==> src/rtl/ookps_pkg.sv <==
`default_nettype none

package ookps_pkg;

  localparam int unsigned NumWidth    = 10;
  localparam int unsigned QuotWidth   = 7;   // 1023 / 10 = 102
  localparam int unsigned FrameWidth  = 36;
  localparam int unsigned BitIdxWidth = 6;
  localparam int unsigned ChipIdxWidth = 8;

  localparam logic [ChipIdxWidth-1:0] DataChips  = 8'd144;
  localparam logic [ChipIdxWidth-1:0] FrameLast  = 8'd171;
  localparam logic [7:0]              RepeatReset = 8'd30;

  localparam logic [1:0] PosOn  = 2'd0;
  localparam logic [1:0] PosOff = 2'd3;

  localparam logic FuncStart = 1'b0;
  localparam logic FuncTick  = 1'b1;

  typedef enum logic [2:0] {
    PH_IDLE  = 3'b001,
    PH_START = 3'b010,
    PH_BIT   = 3'b100
  } phase_t;

  // One input item after the first divide-by-ten step.
  typedef struct packed {
    logic                 func;
    logic [QuotWidth-1:0] sys_q;
    logic [3:0]           sys_d0;
    logic [QuotWidth-1:0] pg_q;
    logic [3:0]           pg_d0;
    logic [3:0]           alert;
  } in_item_t;

  // v / 10 as (v * 205) >> 11, exact for v < 1029.
  function automatic logic [QuotWidth-1:0] div10(input logic [NumWidth-1:0] v);
    logic [17:0] p;
    p = {8'd0, v} * 18'd205;
    return p[17:11];
  endfunction

  // v - 10*q, with q = v / 10.
  function automatic logic [3:0] rem10(input logic [NumWidth-1:0] v,
                                       input logic [QuotWidth-1:0] q);
    logic [NumWidth-1:0] t;
    t = v - {q, 3'b000} - {2'b00, q, 1'b0};
    return t[3:0];
  endfunction

endpackage

`default_nettype wire

==> src/rtl/ookps_in_stage.sv <==
`default_nettype none

module ookps_in_stage (
  input  wire logic                clk,
  input  wire logic                rst,
  input  wire logic                in_valid,
  output logic                     in_ready,
  input  wire logic                in_func,
  input  wire logic [9:0]          in_sys_num,
  input  wire logic [9:0]          in_pager_num,
  input  wire logic [3:0]          in_alert_kind,
  output logic                     item_valid,
  input  wire logic                item_ready,
  output ookps_pkg::in_item_t      item
);
  import ookps_pkg::*;

  in_item_t item_next;

  assign in_ready = !item_valid || item_ready;

  // First decimal step: ones digit and quotient for both numbers.
  always_comb begin
    item_next.func   = in_func;
    item_next.sys_q  = div10(in_sys_num);
    item_next.sys_d0 = rem10(in_sys_num, item_next.sys_q);
    item_next.pg_q   = div10(in_pager_num);
    item_next.pg_d0  = rem10(in_pager_num, item_next.pg_q);
    item_next.alert  = in_alert_kind;
  end

  always_ff @(posedge clk) begin
    if (rst) begin
      item_valid <= 1'b0;
    end else if (in_ready) begin
      item_valid <= in_valid;
    end
  end

  always_ff @(posedge clk) begin
    if (in_valid && in_ready) begin
      item <= item_next;
    end
  end

endmodule

`default_nettype wire

==> src/rtl/ookps_seq.sv <==
`default_nettype none

module ookps_seq (
  input  wire logic                clk,
  input  wire logic                rst,
  input  wire logic                cfg_wr_en,
  input  wire logic [7:0]          cfg_wr_data,
  input  wire logic                item_valid,
  output logic                     item_ready,
  input  wire ookps_pkg::in_item_t item,
  output logic                     out_valid,
  input  wire logic                out_ready,
  output logic                     out_chip,
  output logic                     out_sending,
  output logic                     out_done
);
  import ookps_pkg::*;

  logic [7:0]              repeat_count;
  phase_t                  phase, phase_next;
  logic [FrameWidth-1:0]   frame_bits, frame_bits_next;
  logic [ChipIdxWidth-1:0] chip_index, chip_index_next;
  logic [7:0]              repeats_left, repeats_left_next;
  logic                    chip_next, sending_next, done_next;
  logic                    advance;

  logic [QuotWidth-1:0] sys_q2, pg_q2;
  logic [3:0]           sys_d1, sys_d2, pg_d1, pg_d2;
  logic [1:0]           pos;
  logic                 data_bit;

  assign item_ready = !out_valid || out_ready;
  assign advance    = item_valid && item_ready;

  // Second decimal step: tens and hundreds.
  always_comb begin
    sys_q2 = div10({3'b000, item.sys_q});
    sys_d1 = rem10({3'b000, item.sys_q}, sys_q2);
    sys_d2 = (sys_q2 >= 7'd10) ? 4'd0 : sys_q2[3:0];
    pg_q2  = div10({3'b000, item.pg_q});
    pg_d1  = rem10({3'b000, item.pg_q}, pg_q2);
    pg_d2  = (pg_q2 >= 7'd10) ? 4'd0 : pg_q2[3:0];
  end

  assign pos      = chip_index[1:0];
  assign data_bit = frame_bits[chip_index[BitIdxWidth+1:2]];

  always_comb begin
    phase_next        = phase;
    frame_bits_next   = frame_bits;
    chip_index_next   = chip_index;
    repeats_left_next = repeats_left;
    chip_next         = 1'b0;
    sending_next      = 1'b0;
    done_next         = 1'b0;
    if (item.func == FuncStart) begin
      frame_bits_next   = {8'h00, sys_d2, sys_d1, item.sys_d0, item.alert,
                           pg_d2, pg_d1, item.pg_d0};
      repeats_left_next = (repeat_count == 8'd0) ? 8'd1 : repeat_count;
      chip_index_next   = '0;
      phase_next        = PH_START;
    end else begin
      case (phase)
        PH_START: begin
          phase_next      = PH_BIT;
          chip_index_next = '0;
        end
        PH_BIT: begin
          sending_next = 1'b1;
          if (chip_index < DataChips) begin
            if (pos == PosOn) begin
              chip_next = 1'b1;
            end else if (pos != PosOff) begin
              chip_next = data_bit;
            end
          end
          if (chip_index == FrameLast) begin
            chip_index_next   = '0;
            repeats_left_next = repeats_left - 8'd1;
            if (repeats_left == 8'd1) begin
              phase_next = PH_IDLE;
              done_next  = 1'b1;
            end
          end else begin
            chip_index_next = chip_index + 8'd1;
          end
        end
        default: begin
          phase_next = PH_IDLE;
        end
      endcase
    end
  end

  always_ff @(posedge clk) begin
    if (rst) begin
      repeat_count <= RepeatReset;
    end else if (cfg_wr_en) begin
      repeat_count <= cfg_wr_data;
    end
  end

  always_ff @(posedge clk) begin
    if (rst) begin
      phase        <= PH_IDLE;
      frame_bits   <= '0;
      chip_index   <= '0;
      repeats_left <= '0;
    end else if (advance) begin
      phase        <= phase_next;
      frame_bits   <= frame_bits_next;
      chip_index   <= chip_index_next;
      repeats_left <= repeats_left_next;
    end
  end

  always_ff @(posedge clk) begin
    if (rst) begin
      out_valid <= 1'b0;
    end else if (item_ready) begin
      out_valid <= item_valid;
    end
  end

  always_ff @(posedge clk) begin
    if (advance) begin
      out_chip    <= chip_next;
      out_sending <= sending_next;
      out_done    <= done_next;
    end
  end

`ifndef SYNTHESIS
  a_done_goes_idle: assert property (@(posedge clk) disable iff (rst)
    advance && done_next |=> phase == PH_IDLE)
    else $error("done without return to idle");

  a_idle_index_zero: assert property (@(posedge clk) disable iff (rst)
    phase == PH_IDLE |-> chip_index == '0)
    else $error("chip index not cleared in idle");

  a_bit_has_repeats: assert property (@(posedge clk) disable iff (rst)
    phase == PH_BIT |-> repeats_left != 8'd0 && chip_index <= FrameLast)
    else $error("sending with no repeats left or index out of frame");

  a_chip_needs_sending: assert property (@(posedge clk) disable iff (rst)
    out_valid && !out_sending |-> !out_chip && !out_done)
    else $error("chip or done set on a silent result");
`endif

endmodule

`default_nettype wire

==> src/rtl/ook_pager_frame_chip_sender.sv <==
// A transaction passes two register stages (input item, then result) before m_axis.
// Throughput: one transaction per cycle; both register stages stall only on m_axis_tready.
// Reset (rst, synchronous, active high): idle, frame and counters cleared, repeat count 30,
// both stages empty.
`default_nettype none

module ook_pager_frame_chip_sender (
  input  wire logic        clk,
  input  wire logic        rst,
  // configuration: repeat count, written whenever cfg_wr_en is high
  input  wire logic        cfg_wr_en,
  input  wire logic [7:0]  cfg_wr_data,
  // input items
  input  wire logic        s_axis_tvalid,
  output logic             s_axis_tready,
  input  wire logic [23:0] s_axis_tdata,  // [9:0] sys_num, [19:10] pager_num,
                                          // [23:20] alert_kind
  input  wire logic        s_axis_tuser,  // [0] func: 0 start, 1 tick
  // result items
  output logic             m_axis_tvalid,
  input  wire logic        m_axis_tready,
  output logic [7:0]       m_axis_tdata,  // [0] chip, [7:1] zero
  output logic             m_axis_tuser,  // [0] sending
  output logic             m_axis_tlast   // done_res: last chip of final repeat
);
  import ookps_pkg::*;

  // Stage 1 registers the item and does the first divide-by-ten on both
  // numbers (ones digit and quotient). Stage 2 finishes the BCD digits,
  // runs the frame sequencer and loads the result register. Each stage
  // takes a new transaction whenever its own register is empty or being
  // drained, so a waiting result stalls the input only once both stage
  // registers are full.
  logic     item_valid;
  logic     item_ready;
  in_item_t item;
  logic     out_chip;

  ookps_in_stage u_in_stage (
    .clk           (clk),
    .rst           (rst),
    .in_valid      (s_axis_tvalid),
    .in_ready      (s_axis_tready),
    .in_func       (s_axis_tuser),
    .in_sys_num    (s_axis_tdata[9:0]),
    .in_pager_num  (s_axis_tdata[19:10]),
    .in_alert_kind (s_axis_tdata[23:20]),
    .item_valid    (item_valid),
    .item_ready    (item_ready),
    .item          (item)
  );

  // Sequencer: start loads the 36-bit frame and repeat count; the first tick
  // arms it; each later tick emits one chip (1110 / 1000 per bit, LSB first,
  // then 28 off chips), 172 chips per frame, repeated then back to idle.
  ookps_seq u_seq (
    .clk         (clk),
    .rst         (rst),
    .cfg_wr_en   (cfg_wr_en),
    .cfg_wr_data (cfg_wr_data),
    .item_valid  (item_valid),
    .item_ready  (item_ready),
    .item        (item),
    .out_valid   (m_axis_tvalid),
    .out_ready   (m_axis_tready),
    .out_chip    (out_chip),
    .out_sending (m_axis_tuser),
    .out_done    (m_axis_tlast)
  );

  assign m_axis_tdata = {7'd0, out_chip};

endmodule

`default_nettype wire
==> config.mk <==
export PLATFORM = sky130hd
export DESIGN_NAME = ook_pager_frame_chip_sender
export DESIGN_NICKNAME = d
export VERILOG_FILES = /design/src/rtl/ookps_pkg.sv /design/src/rtl/ookps_in_stage.sv /design/src/rtl/ookps_seq.sv /design/src/rtl/ook_pager_frame_chip_sender.sv
export SDC_FILE = /design/constraint.sdc
export NUM_CORES = 1
export LEC_CHECK = 0
export ABC_AREA = 0
export BUFFER_PORTS_ARGS = -buffer_cell sky130_fd_sc_hd__buf_2
export CAP_MARGIN = 30
export CORE_MARGIN = 1.5
export CORE_UTILIZATION = 60
export CTS_CLUSTER_SIZE = 12
export DETAILED_ROUTE_END_ITERATION = 6
export PLACE_DENSITY = 0.8
export SLEW_MARGIN = 25
export SYNTH_ARGS = -nofsm -noshare
export SYNTH_HDL_FRONTEND = slang
export SYNTH_SLANG_ARGS = --single-unit
==> constraint.sdc <==
create_clock -name clk -period 10 [get_ports clk]
set_clock_uncertainty 0.1 [all_clocks]
set_input_delay 3 -clock clk [delete_from_list [all_inputs] [get_ports clk]]
set_output_delay 3 -clock clk [all_outputs]
set_load 0.01 [all_outputs]
==> out/metrics.csv, run 1 <==
metric,value,unit
status,finished clean,
rr_endpoint,u_seq.frame_bits[7]$_SDFFE_PP0P_,
grt_usage,0.228,
synth_seq_area_share,0.236,
synth_common_cells,"ha_1 (183), inv_1 (149), nand2_1 (67)",
ys_seq_elements,87,
die_w,123,µm
ios,50,
wl_met1,7600,µm
maxCapViolCount,0,
tightest_slew,0.960,ns
cp.required,10.00,ns
post-route-min-period,7.31,ns
clkLatencyLatePin,0.35,ns
end_kind,register,
final_cell_area,9280,µm²
async_reset_ff_frac,0,
slew_violations,0,
multi_input_area,5930,µm²
grt_pass1_wl,27700,µm
clockBufferDepth,2,
route.met2.wl,7720,µm
finalHoldViolCount,0,
cts_max_level,3,
diodes,0,
ys_top_cells_by_area,"ha_1 (26%), dfxtp_1 (13%), fa_1 (12%)",
synthXorXnorAreaFrac,0.0548,
cp-start-kind,input port,
cts_resized,0,
rows,43,
reg2reg_from,u_in_stage.item[12]$_DFFE_PP_,
grt-ovfl-total,0,
clock_sinks,87,
rsz0062_at_grt,no,
r2r_cells,19,
yosysTopAreaCell,ha_1,
hp-class,reg2reg,
max_freq,0.137,GHz
routedWlPerCell,14.3,µm
yosysUniqueCellTypes,70,
muxShareOfSynthArea,0.0289,
syn_inst,908,
drtIter0Drc,327,
wl,16000,µm
hold_path_end,u_seq.frame_bits[9]$_SDFFE_PP0P_,
crit_type,in2reg,
synth_top_family_by_area,adder cells,
cts_tree,done,
routabilityCongestion,0.844,
synth_compound_area_frac,0.103,
grt_max_degree,53,
max-slew-margin-rel,0.360,
crit_fanout,4,
setup_tns,0,ns
top_layer_used,met4,
grt_pass1_vias,6160,
synth-adder-area-share,0.380,
cts_made_buffers,9,
drc,0,
start_util,0.619,
cts_root_buf,clkbuf_16,
vias,6159,
synth_flop_cell,dfxtp_1,
ant_nets,0,
io_buffer_count,42,
synth.cell_area,8650,µm²
wl_met3,458,µm
area_growth,7.26,%
synth.avg_cell_area,9.53,µm²
r2r_slack,5.19,ns
fin_crit_sh,0.731,
fp.dieH,123,µm
nets,1210,
cts-hold-fix-buffers,0,
arrival,7.32,ns
setup_viol,0,
core,14000,µm²
drt-pass1-iter-count,4,
dp_hpwl,12900,µm
yosysWarnings,0,
n_fill_cell,1079,
path_clk_slew,0.07,ns
cts_setup_buffers,0,
seq_area,2040,µm²
synth.top_cell.area_share,0.265,
synth-simple-area-share,0.115,
avgViaCountPerCell,5.48,
die_area,15200,µm²
synth_most_common_cell,ha_1,
placed_area,8980,µm²
drive_above_1_share,0.0826,
hp-start,u_seq.frame_bits[9]$_SDFFE_PP0P_,
synth-edff-count,30,
holdPathStages,2,
grt_antenna_before_repair,0,
whs,0.356,ns
[routing by layer]
layer	vias up	track usage
li1	3143	-
met1	2918	0.303
met2	75	0.386
met3	23	0.0392
met4	0	0.0596
met5	-	0
[worst max-delay path by stage]
stage | from | end | slack, ns | depth (start not counted)
floorplan | s_axis_tdata[6] | u_in_stage.item[18]$_DFFE_PP_ | 2.83 | 19
global placement | s_axis_tdata[6] | u_in_stage.item[18]$_DFFE_PP_ | 2.59 | 20
detailed placement | s_axis_tdata[3] | u_in_stage.item[18]$_DFFE_PP_ | 2.39 | 18
CTS | s_axis_tdata[3] | u_in_stage.item[18]$_DFFE_PP_ | 2.74 | 18
global route | s_axis_tdata[3] | u_in_stage.item[18]$_DFFE_PP_ | 2.50 | 18
finish | s_axis_tdata[3] | u_in_stage.item[18]$_DFFE_PP_ | 2.69 | 18
[sequential cells by signal, summed over array words and instances, names as in the netlist]
name / flops
u_seq.chip_index: 8
u_seq.phase: 3
u_seq.frame_bits: 28
u_seq.out_sending: 1
u_in_stage.item_valid: 1
u_in_stage.item: 27
u_seq.out_done: 1
u_seq.out_chip: 1
u_seq.out_valid: 1
u_seq.repeats_left: 8
u_seq.repeat_count: 8
[kinds of logic (layout without fill, tap and decap cells)]
group,after synthesis,count (layout)
compound gates,136,136
xor+xnor,51,51
fa+ha+maj,233,233
buf+inv,179,209
flops,87,87
mux,15,15
other cells,1,7
simple gates,206,206
[area by class of cell]
type	instances	share of cell area
clock inverter	7	0.00836
timing repair buffer	43	0.0235
sequential	87	0.220
clock buffer	9	0.0243
multi-input combinational	648	0.639
tap	180	0.0243
inverter	150	0.0607
[critical path: stages]
cell	delay, ns
buf_2	0.14
ha_1	0.33
inv_1	0.09
fa_1	0.55
inv_1	0.06
fa_1	0.51
fa_1	0.49
ha_1	0.32
a2111oi_0	0.44
o221ai_1	0.24
o211ai_1	0.17
nand2_1	0.09
xor2_1	0.16
ha_1	0.32
nand2_1	0.07
nand2_1	0.06
xnor2_1	0.15
xnor2_1	0.12
[cell usage in the layout (no fill, tap or decap), types with 6 or more instances in the layout]
| cell type | count |
|---|---|
| ha_1 | 183 |
| inv_1 | 149 |
| nand2_1 | 67 |
| dfxtp_1 | 57 |
| a21oi_1 | 53 |
| nor2_1 | 52 |
| fa_1 | 50 |
| buf_2 | 42 |
| xnor2_1 | 34 |
| edfxtp_1 | 30 |
| o21ai_0 | 16 |
| nor3_1 | 15 |
| nand3_1 | 15 |
| xor2_1 | 15 |
| a211oi_1 | 10 |
| clkbuf_16 | 9 |
| a211o_1 | 8 |
| nor2b_1 | 8 |
| mux4_2 | 8 |
| nand2b_1 | 7 |
| mux2i_1 | 7 |
| conb_1 | 7 |
| nand4_1 | 6 |
| and3_1 | 6 |
| o21bai_1 | 6 |
[metrics by stage]
stage | utilization | setup WS [ns] | cells
floorplan | - | 2.83 | 914
global placement | 0.642 | 2.59 | 1108
detailed placement | 0.642 | 2.39 | 1108
CTS | 0.664 | 2.74 | 1124
global route | 0.664 | 2.50 | 1124
finish | 0.664 | 2.69 | 1124
Power of run 1 is not shown: default switching activity piles up to over one toggle a cycle in this logic, so the estimate is an artifact.
==> inputs of run 2 (changes only) <==
CORE_UTILIZATION = 57   (was 60)
PLACE_DENSITY = 0.79   (was 0.8)
clock period = 6.7 ns   (was 10 ns; I/O delays follow)
==> run 2 against run 1 <==
  * Count of clock-buffer cells in the layout is the same
  * Critical endpoint unchanged
  * Highest routed layer unchanged
  * Die area grew 5.1%
  * Hold slack lost 0.0096 ns
==> out/metrics.csv, run 2 (synthesis gave the netlist of run 1 again) <==
metric,value,unit,change
rsz0062_at_grt,no,,
finalNonFillerCells,1130,,+0.53%
grt-ovfl-total,0,,unchanged
die_w,126,µm,+2.5%
maxCapViolCount,0,,unchanged
crit_chain,buf_2 -> ha_1 -> inv_1 -> fa_1 -> inv_1 -> fa_1 -> fa_1 -> ha_1 -> a2111oi_0 -> o221ai_1 -> o211ai_1 -> nand2_1 -> xor2_1 -> ha_1 -> nand2_1 -> nand2_1 -> xnor2_1 -> xnor2_1,,
hp-class,reg2reg,,
max_stage_delay,0.54,ns,about the same
drt-pass1-iter-count,5,,+1
finalHoldViolCount,0,,unchanged
cp.required,6.69,ns,-3.31 ns
max_freq,0.162,GHz,
nets,1212,,+0.17%
tightest_slew,0.926,ns,-0.0337 ns
wl_met1,7510,µm,-1.2%
max-slew-margin-rel,0.381,,+0.0209
hp-start,u_seq.frame_bits[22]$_SDFFE_PP0P_,,
crit_fanout,4,,unchanged
wl_met3,363,µm,-21%
slew_violations,0,,unchanged
cp_slowest_cell,fa_1,,
fin_crit_sh,0.922,,
largest_reg_flops,28,,unchanged
avgViaCountPerCell,5.42,,-1.1%
cts_made_buffers,9,,unchanged
drive_above_1_share,0.0846,,+0.00194
clockBufferDepth,2,,unchanged
post-route-min-period,6.18,ns,
core,14700,µm²,+5.1%
r2r_slack,1.92,ns,-3.27 ns
r2r_cells,17,,-2
routedWlPerCell,13.6,µm,-4.5%
drc,0,,unchanged
diodes,0,,unchanged
setup_tns,0,ns,unchanged
setup_viol,0,,unchanged
clkLatencyLatePin,0.35,ns,about the same
grt_max_degree,53,,unchanged
cts_tree,done,,
route.met2.wl,7370,µm,-4.6%
grt_usage,0.207,,-0.0208
wl,15400,µm,-4.0%
most-common-layout-cells,"ha_1 (183), inv_1 (149), nand2_1 (67)",,
grt_pass1_wl,27200,µm,-1.7%
rr_endpoint,u_seq.frame_bits[7]$_SDFFE_PP0P_,,
dp_hpwl,12400,µm,-4.1%
reg2reg_from,u_in_stage.item[12]$_DFFE_PP_,,
io_buffer_count,42,,unchanged
fin_ws,0.519,ns,-2.17 ns
routabilityCongestion,0.884,,+4.7%
end_kind,register,,
cts-hold-fix-buffers,0,,unchanged
top_register,u_seq.frame_bits,,
drtIter0Drc,262,,-20%
cts_resized,0,,unchanged
ant_nets,0,,unchanged
hold_path_end,u_seq.frame_bits[22]$_SDFFE_PP0P_,,
top_layer_used,met4,,
start_util,0.589,,-0.0299
cts_max_level,3,,unchanged
clock_sinks,87,,unchanged
cp-start-kind,input port,,
grt_pass1_vias,6078,,-1.3%
rows,44,,+2.3%
reg_top3,"u_seq.frame_bits x28, u_in_stage.item x27",,
ios,50,,unchanged
cts_setup_buffers,0,,unchanged
whs,0.347,ns,-0.00959 ns
status,finished clean,,
dp_cells,1114,,+0.54%
arrival,6.17,ns,-1.15 ns
fp.dieH,126,µm,+2.5%
holdPathStages,2,,unchanged
crit_type,in2reg,,
grt_antenna_before_repair,0,,unchanged
area_growth,7.43,%,
post-place-ws,0.145,ns,-2.24 ns
path_clk_slew,0.07,ns,about the same
cts_root_buf,clkbuf_16,,
die_area,15900,µm²,+5.1%
final_common_cell,ha_1,,
vias,6126,,-0.54%
[run 2: cell count changes in the layout (fill, tap and decap cells not counted), moves of 2 or more]
cell,delta
buf_4,+2
clkinv_4,-2
clkinv_8,-2
inv_4,+2
[run 2: layout make-up]
class | instances | area, µm²
timing repair buffer | 45 | 233
multi-input combinational | 648 | 5930
clock buffer | 9 | 225
inverter | 150 | 563
clock inverter | 7 | 77.6
tap | 184 | 230
fill | 1185 | 5400
sequential | 87 | 2040
[run 2: metal layers]
layer  vias up  GRT usage
met5         -          0
met4         0     0.0385
met3        13     0.0378
met2        68      0.353
met1      2892      0.279
li1       3153          -
[run 2: worst max path at each step]
stage                          startpoint                            end  slack (ns)  depth (start not counted)
final                     s_axis_tdata[3]  u_in_stage.item[18]$_DFFE_PP_        0.52                         18
after detailed placement  s_axis_tdata[6]  u_in_stage.item[18]$_DFFE_PP_        0.14                         20
after CTS                 s_axis_tdata[3]  u_in_stage.item[18]$_DFFE_PP_        0.52                         18
after global placement    s_axis_tdata[6]  u_in_stage.item[18]$_DFFE_PP_        0.27                         20
after global routing      s_axis_tdata[6]  u_in_stage.item[18]$_DFFE_PP_        0.24                         20
after floorplan           s_axis_tdata[6]  u_in_stage.item[18]$_DFFE_PP_        0.52                         19
[run 2: worst max-delay path: cells and delay by family]
family	cells	cell delay (ns)
AO/OA/AOI/OAI	3	0.72
XOR/XNOR	3	0.44
adder cells (fa/ha/maj)	6	2.51
buffers and inverters	3	0.28
AND/OR/NAND/NOR	3	0.23
[run 2: metrics by stage]
step           instance area, µm²   util
6_report                     9300  0.632
5_1_grt                      9300  0.632
4_1_cts                      9300  0.632
3_5_place_dp                 8990  0.612
3_3_place_gp                 8990  0.612
2_1_floorplan                8680      -
Power of run 2 is left out for the same reason.
